===== src/sv/lpht_pkg.sv =====
// Shared types and constants for the linear probing hash table.
`timescale 1ns / 1ps
package lpht_pkg;

  localparam int unsigned CAPACITY  = 1024;
  localparam int unsigned ADDR_W    = $clog2(CAPACITY);
  localparam int unsigned SIZE_W    = 11;
  localparam int unsigned KEY_W     = 32;
  localparam int unsigned MOD_STEPS = 16;
  localparam int unsigned MSTEP_W   = $clog2(MOD_STEPS);

  localparam logic [KEY_W-1:0]  RESERVED_KEY = 32'h7fff_ffff;
  localparam logic [SIZE_W-1:0] SIZE_MAX     = SIZE_W'(CAPACITY);

  typedef enum logic [1:0] {
    KIND_UPSERT = 2'd0,
    KIND_SEARCH = 2'd1,
    KIND_DELETE = 2'd2
  } kind_e;

  typedef enum logic [1:0] {
    ST_OK     = 2'd0,
    ST_MISS   = 2'd1,
    ST_FULL   = 2'd2,
    ST_REJECT = 2'd3
  } status_e;

  typedef enum logic [1:0] {
    MARK_EMPTY = 2'd0,
    MARK_LIVE  = 2'd1,
    MARK_TOMB  = 2'd2
  } mark_e;

  typedef enum logic [2:0] {
    S_CLEAR,
    S_IDLE,
    S_MOD,
    S_RD,
    S_EV,
    S_ACT,
    S_DONE
  } state_e;

  typedef struct packed {
    logic              key_we;
    logic              val_we;
    logic              mark_we;
    logic [ADDR_W-1:0] addr;
    logic [KEY_W-1:0]  key;
    logic [KEY_W-1:0]  value;
    mark_e             mark;
  } slot_wr_t;

  typedef struct packed {
    logic [KEY_W-1:0] key;
    logic [KEY_W-1:0] value;
    mark_e            mark;
  } slot_rd_t;

endpackage


===== src/sv/lpht_mod.sv =====
// Multi-cycle remainder unit: key modulo table size, two bits a cycle.
`timescale 1ns / 1ps
module lpht_mod (
  input  logic                          clk_i,
  input  logic                          rst_ni,
  input  logic                          start_i,
  input  logic [lpht_pkg::KEY_W-1:0]    dividend_i,
  input  logic [lpht_pkg::SIZE_W-1:0]   divisor_i,
  output logic                          done_o,
  output logic [lpht_pkg::ADDR_W-1:0]   rem_o
);
  import lpht_pkg::*;

  logic [KEY_W-1:0]   dv_q;
  logic [ADDR_W-1:0]  r_q;
  logic [MSTEP_W-1:0] cnt_q;
  logic               busy_q, done_q;
  logic [SIZE_W-1:0]  t1, t2;
  logic [ADDR_W-1:0]  r1, r2;

  // Two restoring steps; the partial remainder stays below the divisor.
  always_comb begin
    t1 = {r_q, dv_q[KEY_W-1]};
    if (t1 >= divisor_i) t1 = t1 - divisor_i;
    r1 = t1[ADDR_W-1:0];
    t2 = {r1, dv_q[KEY_W-2]};
    if (t2 >= divisor_i) t2 = t2 - divisor_i;
    r2 = t2[ADDR_W-1:0];
  end

  always_ff @(posedge clk_i or negedge rst_ni) begin
    if (!rst_ni) begin
      busy_q <= 1'b0;
      done_q <= 1'b0;
      cnt_q  <= '0;
    end else begin
      done_q <= 1'b0;
      if (start_i) begin
        busy_q <= 1'b1;
        cnt_q  <= '0;
      end else if (busy_q) begin
        cnt_q <= cnt_q + MSTEP_W'(1);
        if (cnt_q == MSTEP_W'(MOD_STEPS - 1)) begin
          busy_q <= 1'b0;
          done_q <= 1'b1;
        end
      end
    end
  end

  always_ff @(posedge clk_i) begin
    if (start_i) begin
      dv_q <= dividend_i;
      r_q  <= '0;
    end else if (busy_q) begin
      dv_q <= {dv_q[KEY_W-3:0], 2'b00};
      r_q  <= r2;
    end
  end

  assign done_o = done_q;
  assign rem_o  = r_q;

endmodule


===== config.mk =====
export PLATFORM = sky130hd
export DESIGN_NAME = lpht_mod
export DESIGN_NICKNAME = d
export VERILOG_FILES = /design/src/sv/lpht_pkg.sv /design/src/sv/lpht_mod.sv
export SDC_FILE = /design/constraint.sdc
export NUM_CORES = 1
export LEC_CHECK = 0
export BUFFER_PORTS_ARGS = -buffer_cell sky130_fd_sc_hd__buf_2
export CORE_UTILIZATION = 54
export CTS_CLUSTER_DIAMETER = 80
export DETAILED_ROUTE_END_ITERATION = 7
export PLACE_DENSITY = 0.77
export SLEW_MARGIN = 10
export SYNTH_ARGS = -nofsm -noshare
export SYNTH_HDL_FRONTEND = slang
export SYNTH_SLANG_ARGS = --single-unit

===== constraint.sdc =====
create_clock -name clk_i -period 5.8 [get_ports clk_i]
set_input_delay 0.29 -clock clk_i [delete_from_list [all_inputs] [get_ports clk_i]]
set_output_delay 0.29 -clock clk_i [all_outputs]
set_load 0.1 [all_outputs]

==> results of run 1 <==
-- cell usage after synthesis, drive strengths merged (2+ instances only) --
cell    instances  area (um^2)
a211oi          5         60.1
a21o            5         37.5
a21oi          19          106
a31o            6         52.6
a31oi           5         31.3
and2            5         33.8
buf             6         60.1
clkbuf          4         15.0
dfrtp           6          150
dfxtp          10          200
edfxtp         32          961
fa              2         40.0
ha             23          288
inv            19         71.3
mux2           33          375
nand2          17         76.3
nand2b          2         12.5
nand3           9         45.0
nand3b          3         22.5
nand4           5         37.5
nor2           13         56.3
nor2b           4         25.0
nor3            8         56.3
nor3b           4         30.0
o211ai          2         15.0
o21a            7         52.6
o21ai          10         53.8
o21bai          3         33.8
o32ai           2         17.5
or2             2         12.5
xnor2           7         61.3
xor2            6         52.6
-- per-stage QoR --
| step | area (um^2) | worst slack, ns |
|---|---|---|
| after floorplan | 3270 | 1.80 |
| after global placement | 3570 | 1.99 |
| after detailed placement | 3570 | 1.93 |
| after CTS | 3670 | 1.98 |
| after global routing | 3670 | 1.73 |
| final | 3670 | 1.97 |
-- cell type report --
class	count	area [um^2]
fill	478	2000
multi-input combinational	218	1810
sequential	48	1310
timing repair buffer	57	290
tap	72	90.1
clock buffer	6	82.6
inverter	19	71.3
clock inverter	2	13.8
-- sequential cells by signal (all words and copies together) (netlist names) --
register	flops
dv_q	32
rem_o	10
busy_q	1
cnt_q	4
done_o	1
-- routing by layer --
metal  track usage, %  vias to the layer above  routed length, um
li1                 -                     1207                  -
met1             29.4                     1146               3040
met2             35.0                       48               3080
met3             3.77                        6                314
met4             4.64                        0                 48
met5                0                        -                  0
-- cell usage in the layout, fill, tap and decap left out, drive strengths merged, types with 9 or more instances in the layout --
master	synthesis	layout
buf	6	56
mux2	33	33
edfxtp	32	32
ha	23	23
inv	19	20
a21oi	19	19
nand2	17	17
nor2	13	13
dfxtp	10	10
o21ai	10	10
nand3	9	9
-- how the worst max path moves through the flow --
stage,start,end
floorplan,rem_o[3]$_SDFFE_PP0P_,rem_o[4]$_SDFFE_PP0P_
global placement,divisor_i[4],rem_o[4]$_SDFFE_PP0P_
CTS,dv_q[31]$_DFFE_PP_,rem_o[4]$_SDFFE_PP0P_
detailed placement,divisor_i[4],rem_o[4]$_SDFFE_PP0P_
finish,dv_q[31]$_DFFE_PP_,rem_o[4]$_SDFFE_PP0P_
global route,dv_q[31]$_DFFE_PP_,rem_o[4]$_SDFFE_PP0P_
-- repair_timing --
item	in CTS	in global routing
hold buffers	1	0
endpoints found under the setup margin	0	0
hold endpoints to repair	6	0
-- power groups by stage --
stage | Combinational [mW] | Sequential [mW] | Clock, mW
6_report | 0.962 | 0.459 | 0.215
3_3_place_gp | 0.944 | 0.464 | 0
2_1_floorplan | 0.618 | 0.637 | 0
3_5_place_dp | 0.949 | 0.466 | 0
4_1_cts | 0.956 | 0.458 | 0.218
5_1_grt | 1.04 | 0.464 | 0.232
-- cells by family (layout without fill, tap and decap cells) --
family,Yosys count,in the layout
AOI/OAI and AO/OA,73,73
xor gates and xnor gates,13,13
adders and majority gates,25,25
buffers and inverters,29,84
DFF,48,48
muxes,34,34
and+or+nand+nor,73,73
==> out/metrics.cfg, run 1 <==
[synthesis]
ys_ff_latch=48
synth_top_family_by_area=compound AO/OA/AOI/OAI gates
synth_cell_type_count=59
synth.net_count=366
synth_edf_count=32
synth-simple-area-share_pct=12.7
async_reset_ff_share_pct=12.5
yosysWarningCount=0
ys.flop_type=edfxtp_1
postSynthCellCount=295
synth_compound_area_share_pct=17.5
ys_seq_area_share_pct=40.1
synth_mux_area_share_pct=11.8
synthXorXnorAreaFrac_pct=3.48
synth_adder_area_share_pct=10.0
avgSynthCellArea_um2=11.1
syn_area_mm2=0.00327

[critical_path]
crit_type=flip-flop to flip-flop
path_max_fanout=9
ff2ff_setup_slack_ns=1.97
r2r_start=dv_q[31]$_DFFE_PP_
crit_chain=inv_1 -> ha_1 -> inv_1 -> fa_1 -> nand3_1 -> a21oi_1 -> o21a_1 -> o21a_1 -> o31ai_2 -> ha_1 -> a21o_1 -> a211oi_4 -> and2_1 -> o32ai_1 -> a31o_1
rr_worst_depth=15
timing.rr.end=rem_o[4]$_SDFFE_PP0P_
slowest_delay_ns=0.45
cp.depth=15
crit_buf_inv=2
setup.worst_path.start_class=flip-flop
critPathRequiredTime_ns=6.01
end_kind=flip-flop
cp_top_family=compound AO/OA/AOI/OAI gates
critPathArrivalTime_ns=4.03
critPathSlowestCell=and2_1

[cells_and_area]
fin_nets=420
final_cells=422
area_delta_synth_final_pct=12.3
utilization_pct=64.7
antennaDiodeCount=0
drive_above_1_share_pct=33.7

[clock_tree]
clkTransAtPathRegs_ns=0.09
post_cts_buffers=0
cts_tree=done
cts-root-buf=clkbuf_8
numCtsBuffers=5
clk_path_buf_depth=2
clk_latency_ns=0.30
htree_levels=2
numClockSinks=48
cts_resized=0

[timing]
post-route-min-period_ns=3.83
fin_tns_setup_ns=0
whs_ns=0.269
hold_viol=0
setup_violations=0
tightest_slew_ns=0.960
fin_crit_sh_pct=66.0
skew_ns=0.00633
drv_slew=0
rsz0062_at_grt=false
max_slew_margin_pct=36.0
fmax_ghz=0.261

[floorplanning]
dieArea_mm2=0.00637
initial_utilization_pct=57.6
rows=27
core_area_mm2=0.00568
die_y_um=79.8
fp.dieW_um=79.8
io_pins=57

[worst_hold_path]
min_to=dv_q[0]$_SDFFCE_PN0P_
hp-start=dividend_i[0]
hold_path.class=primary input to flip-flop
hold_path_depth=2

[global_routing]
antenna_found_initial=0
grt_max_degree=49
grt_pass1_vias=2275
gr-usage-all-layers_pct=21.3
grt.overflow.total=0
grt_pass1_wl_um=10400

[power]
vdd_drop_max_mv=0.274
total_power_mw=1.64
leakage_nw=1.66
p_clk_share_pct=13.2
internal_power_mw=0.868
power.switching_mw=0.768
p_per_area_mw_per_mm2=445
p_seq_share_pct=28.1
swShare_pct=46.9
pwr-share-comb_pct=58.8

[drt]
routed_via_density=5.70
drtPass1Iterations=4
drc=0
drtIter0Drc=105
vias=2407
drtAntennaViolNets=0
wl_per_cell_um=15.4
wl_um=6480

[placement]
io_buffers=56
hpwl_um=4930
gp_congestion=0.846
placed_cells=413

[status]
outcome=finished, final reports clean

[flow_run]
max_cap_viol_count=0

(Power assumes the default switching activity.)
==> run 2: changes to the inputs <==
Clock period 5.8 ns to 3.7 ns, I/O delays scaled along.
==> out/metrics.cfg, run 2 (synthesized netlist as in run 1, its figures left out) <==
[drt]
drtAntennaViolNets=0
vias=2541
drtPass1Iterations=4
routed_via_density=5.92
drtIter0Drc=217
wl_per_cell_um=16.3
drc=0
wl_um=7000

[floorplanning]
dieArea_mm2=0.00637
core_area_mm2=0.00568
rows=27
die_y_um=79.8
initial_utilization_pct=57.6
io_pins=57
fp.dieW_um=79.8

[flow_run]
max_cap_viol_count=0

[timing]
timing.final.ws_setup_ns=0.191
fmax_ghz=0.285
fin_crit_sh_pct=94.9
skew_ns=0.0102
post-route-min-period_ns=3.51
hold_viol=0
max_slew_margin_pct=41.1
tightest_slew_ns=0.882
setup_violations=0
drv_slew=0
fin_tns_setup_ns=0

[cells_and_area]
fillers=468
top_register=dv_q
layout_commonest_cell=buf_2
multi_input_area_mm2=0.00185
antennaDiodeCount=0
seq_area_mm2=0.00132
drive_above_1_share_pct=39.2
fin_nets=427
largest_register_ff_count=32
final_cells=429
area_delta_synth_final_pct=16.5
final_cell_mix=56 x buf_2, 32 x mux2_2, 32 x edfxtp_1

[placement]
io_buffers=56
pre_cts_slack_ns=0.00925
gp_congestion=0.892
placed_cells=419
hpwl_um=5240

[global_routing]
grt_max_degree=33
gr-usage-all-layers_pct=22.8
grt_pass1_wl_um=11000
grt_pass1_vias=2405
antenna_found_initial=0
grt.overflow.total=0

[clock_tree]
numCtsBuffers=5
cts_tree=done
htree_levels=2
numClockSinks=48
clkTransAtPathRegs_ns=0.09
clk_path_buf_depth=2
clk_latency_ns=0.30
cts-root-buf=clkbuf_8

[status]
outcome=finished, final reports clean

[power]
leakage_nw=1.72
p_per_area_mw_per_mm2=731
total_power_mw=2.79
vdd_drop_max_mv=0.393

[critical_path]
end_kind=flip-flop
crit_type=flip-flop to flip-flop
path_max_fanout=7
setup.worst_path.start_class=flip-flop
critPathArrivalTime_ns=3.71
critPathRequiredTime_ns=3.90

[worst_hold_path]
hold_path.class=primary input to flip-flop

## run 2: area by class of cell
type                            instances  share of cell area, %
Clock buffer                            5                   1.81
Clock inverter                          3                   1.81
Inverter                               19                   1.87
Multi-Input combinational cell        219                   48.6
Sequential cell                        48                   34.7
Tap cell                               72                   2.36
Timing Repair Buffer                   63                   8.80
## run 2: worst paths after layout
kind                                        from               endpoint  slack, ns  depth (start not counted)
min in group asynchronous                 rst_ni   cnt_q[0]$_DFFE_PN0P_       0.22                          2
hold / removal                     dividend_i[1]  dv_q[1]$_SDFFCE_PN0P_       0.17                          2
setup / recovery           rem_o[4]$_SDFFE_PP0P_  rem_o[6]$_SDFFE_PP0P_       0.19                         14
setup reg to reg           rem_o[4]$_SDFFE_PP0P_  rem_o[6]$_SDFFE_PP0P_       0.19                         14
hold reg to reg               dv_q[18]$_DFFE_PP_     dv_q[20]$_DFFE_PP_       0.55                          1
max in group asynchronous                 rst_ni       busy_q$_DFF_PN0_       3.33                          2
## run 2: per-layer routing
metal,global-route usage (%),wire length [um],vias to the layer above,share of wire [%]
met5,0,0,-,0
met1,30.9,3190,1216,46
met3,4.11,380,12,5.4
met4,5.54,110,0,1.6
met2,37.7,3310,86,47
li1,-,-,1227,-
## run 2: critical path, cell delays in order, from the launching register on
cell and delay (ns):
dfxtp_2 0.34, ha_1 0.39, nand4_2 0.19, a21oi_2 0.25, o21bai_4 0.13, and2_4 0.20
a21oi_1 0.22, inv_1 0.07, ha_1 0.37, a21oi_2 0.23, a21boi_1 0.10, o21a_1 0.19
or3_1 0.30, a41o_1 0.23, a31o_1 0.17
## run 2: per-stage QoR
stage / hold WS, ns / utilization [%] / instance area, um^2
6_report: 0.169 / 67.2 / 3810
5_1_grt: 0.156 / 67.2 / 3810
4_1_cts: 0.163 / 66.5 / 3770
3_5_place_dp: 0.0167 / 63.9 / 3620
3_3_place_gp: 0.0149 / 63.9 / 3620
2_1_floorplan: -0.111 / - / 3280
## run 2: what timing repair did
item / CTS / global route
endpoints found under the setup margin: 1 / 9
endpoints found under the hold margin: 6 / 0
gates resized for setup: 1 / 7
cloned: 0 / 1
hold buffers: 1 / 0
pin swaps: 0 / 2
setup buffers: 0 / 0
## run 2: power by group
part | total [mW] | leakage (nW) | internal (mW) | switching (mW)
logic | 1.61 | 1.15 | 0.594 | 1.01
clock network | 0.458 | 0.0687 | 0.272 | 0.186
registers | 0.721 | 0.505 | 0.666 | 0.0553
==> run 3: changes to the inputs <==
Settings changed: ABC_AREA from default to 1, CTS_CLUSTER_DIAMETER 80 to 30.
Clock period 3.7 ns to 4.3 ns, I/O delays scaled along.
==> out/metrics.cfg, run 3 <==
[global_routing]
gr-usage-all-layers_pct=25.7
grt_pass1_wl_um=13000
antenna_found_initial=0
grt_max_degree=37
grt.overflow.total=0
grt_pass1_vias=2970

[clock_tree]
post_cts_buffers=0
cts_resized=0
htree_levels=2
numClockSinks=48
clk_latency_ns=0.31
cts_tree=done
clkTransAtPathRegs_ns=0.09
clk_path_buf_depth=2
numCtsBuffers=5
cts-root-buf=clkbuf_8

[synthesis]
ys.flop_type=edfxtp_1
ys_ff_latch=48
synth_top_cell_area_share_pct=28.3
synth.net_count=552
yosysMostFrequentCell=nand2_1
synthTopCellsByCount=219 x nand2_1, 60 x inv_1, 39 x nand3_1, 32 x edfxtp_1, 25 x nor2_1
yosysWarningCount=0
netlist_top_cells_area=edfxtp_1 28%, nand2_1 24%, ha_1 8.5%
synth_cell_type_count=31
ys_seq_area_share_pct=38.6
syn_area_mm2=0.00339
synth_edf_count=32
yosysTopAreaCell=edfxtp_1
async_reset_ff_share_pct=12.5
postSynthCellCount=481
avgSynthCellArea_um2=7.06

[critical_path]
critPathArrivalTime_ns=3.57
crit_chain=ha_1 -> nand2_1 -> nor2_1 -> nand3_1 -> nand2_1 -> nor2_4 -> nand2_4 -> a21oi_1 -> ha_1 -> nand2_1 -> inv_1 -> a21oi_1 -> nand3_1 -> nor2_2 -> nand3_1 -> nand3_1 -> nand2_1
crit_type=flip-flop to flip-flop
setup.worst_path.start_class=flip-flop
end_kind=flip-flop
ff2ff_setup_slack_ns=0.93
critPathRequiredTime_ns=4.51
path_max_fanout=11
slowest_delay_ns=0.43
critPathSlowestCell=dfxtp_1

[drt]
drtAntennaViolNets=0
vias=3148
wl_um=7520
drc=0
drtPass1Iterations=6
drtIter0Drc=175
routed_via_density=5.14
wl_per_cell_um=12.3

[power]
vdd_drop_max_mv=0.369
swShare_pct=50.2
power.switching_mw=1.11
leakage_nw=2.19
pwr-share-comb_pct=58.9
p_seq_share_pct=27.5
p_per_area_mw_per_mm2=575
internal_power_mw=1.10
p_clk_share_pct=13.6

[placement]
gp_congestion=0.857
io_buffers=56
hpwl_um=5720

[timing]
fin_crit_sh_pct=78.3
whs_ns=0.163
drv_slew=0
tightest_slew_ns=0.877
rsz0062_at_grt=false
fmax_ghz=0.297
hold_viol=0
max_slew_margin_pct=41.2
fin_tns_setup_ns=0
skew_ns=0.00628
post-route-min-period_ns=3.37
setup_violations=0

[floorplanning]
rows=28
io_pins=57
core_area_mm2=0.00599
dieArea_mm2=0.00661
initial_utilization_pct=56.7
die_y_um=81.3
fp.dieW_um=81.3

[cells_and_area]
top_register=dv_q
final_cell_mix=219 x nand2_1, 60 x inv_1, 56 x buf_2
largest_register_ff_count=32
fillers=571
antennaDiodeCount=0
area_delta_synth_final_pct=13.0
seq_area_mm2=0.00131
fin_nets=608
multi_input_area_mm2=0.00180
drive_above_1_share_pct=15.1
layout_commonest_cell=nand2_1

[worst_hold_path]
hold_path.class=primary input to flip-flop

[flow_run]
max_cap_viol_count=0

[status]
outcome=finished, final reports clean

-- run 3: cell count changes after synthesis, moves of 6 or more --
cell / delta
nand3_1: +30
mux2_2: -32
inv_1: +41
nand2_2: +7
o21a_1: -7
nor2_1: +13
a31o_1: -6
nand2_1: +205
-- run 3: repair_timing --
| item | 4_1_cts | 5_1_grt |
|---|---|---|
| hold buffers | 1 | 0 |
| setup endpoints to repair | 0 | 0 |
| endpoints found under the hold margin | 6 | 0 |
-- run 3: final timing paths --
kind,startpoint,to,depth (start not counted)
min in group asynchronous,rst_ni,busy_q$_DFF_PN0_,2
worst min register to register,rem_o[9]$_SDFFE_PP0P_,rem_o[9]$_SDFFE_PP0P_,2
max in group asynchronous,rst_ni,cnt_q[0]$_DFFE_PN0P_,2
worst max register to register,rem_o[2]$_SDFFE_PP0P_,rem_o[3]$_SDFFE_PP0P_,17
worst max-delay path,rem_o[2]$_SDFFE_PP0P_,rem_o[3]$_SDFFE_PP0P_,17
worst min-delay path,dividend_i[0],dv_q[0]$_SDFFCE_PN0P_,3
-- run 3: final cells by class --
cell class / count / area share (%)
multi-input cells: 363 / 47.0
inverters: 61 / 5.97
well taps: 75 / 2.45
repair buffers: 58 / 7.76
flip-flops and latches: 48 / 34.2
clock buffers: 6 / 2.15
clock inverters: 2 / 0.457
-- run 3: power groups by stage --
stage          logic, mW  registers (mW)  clock network, mW
6_report            1.30           0.607              0.300
5_1_grt             1.47           0.613              0.324
4_1_cts             1.29           0.606              0.310
3_5_place_dp        1.28           0.616                  0
3_3_place_gp        1.26           0.615                  0
2_1_floorplan      0.838           0.829                  0
-- run 3: cells by family (layout without fill, tap and decap cells) --
group                    count (synthesis)  in the layout  share of synthesized area (%)
flip-flops                              48             48                           38.6
XOR/XNOR                                 8              8                           2.06
buffers and inverters                   70            127                           8.22
AND/OR/NAND/NOR                        307            307                           37.7
adder cells (fa/ha/maj)                 25             25                           9.66
AO/OA/AOI/OAI                           23             23                           3.69
-- run 3: layer usage --
layer	up-vias	global-route usage [%]	wire, um
met4	0	9.82	171
li1	1626	-	-
met3	18	3.37	399
met2	120	46.5	3770
met5	-	0	0
met1	1384	30.5	3180
-- run 3: worst max-delay path, delay by kind of cell (launching register included) --
kind | cells | cell delay [ns]
AOI/OAI and AO/OA | 2 | 0.45
adders and majority gates | 2 | 0.65
buffers and inverters | 1 | 0.07
DFF | 1 | 0.43
and+or+nand+nor | 12 | 1.66
-- run 3: stage by stage --
step | worst slack [ns] | area (um^2) | util (%) | power (mW) | cells
after floorplan | 0.776 | 3390 | - | 1.67 | 481
after global placement | 1.00 | 3730 | 62.2 | 1.88 | 604
after detailed placement | 0.960 | 3730 | 62.2 | 1.90 | 604
after CTS | 0.948 | 3840 | 64.0 | 2.21 | 613
after global routing | 0.668 | 3840 | 64.0 | 2.40 | 613
final | 0.935 | 3840 | 64.0 | 2.21 | 613
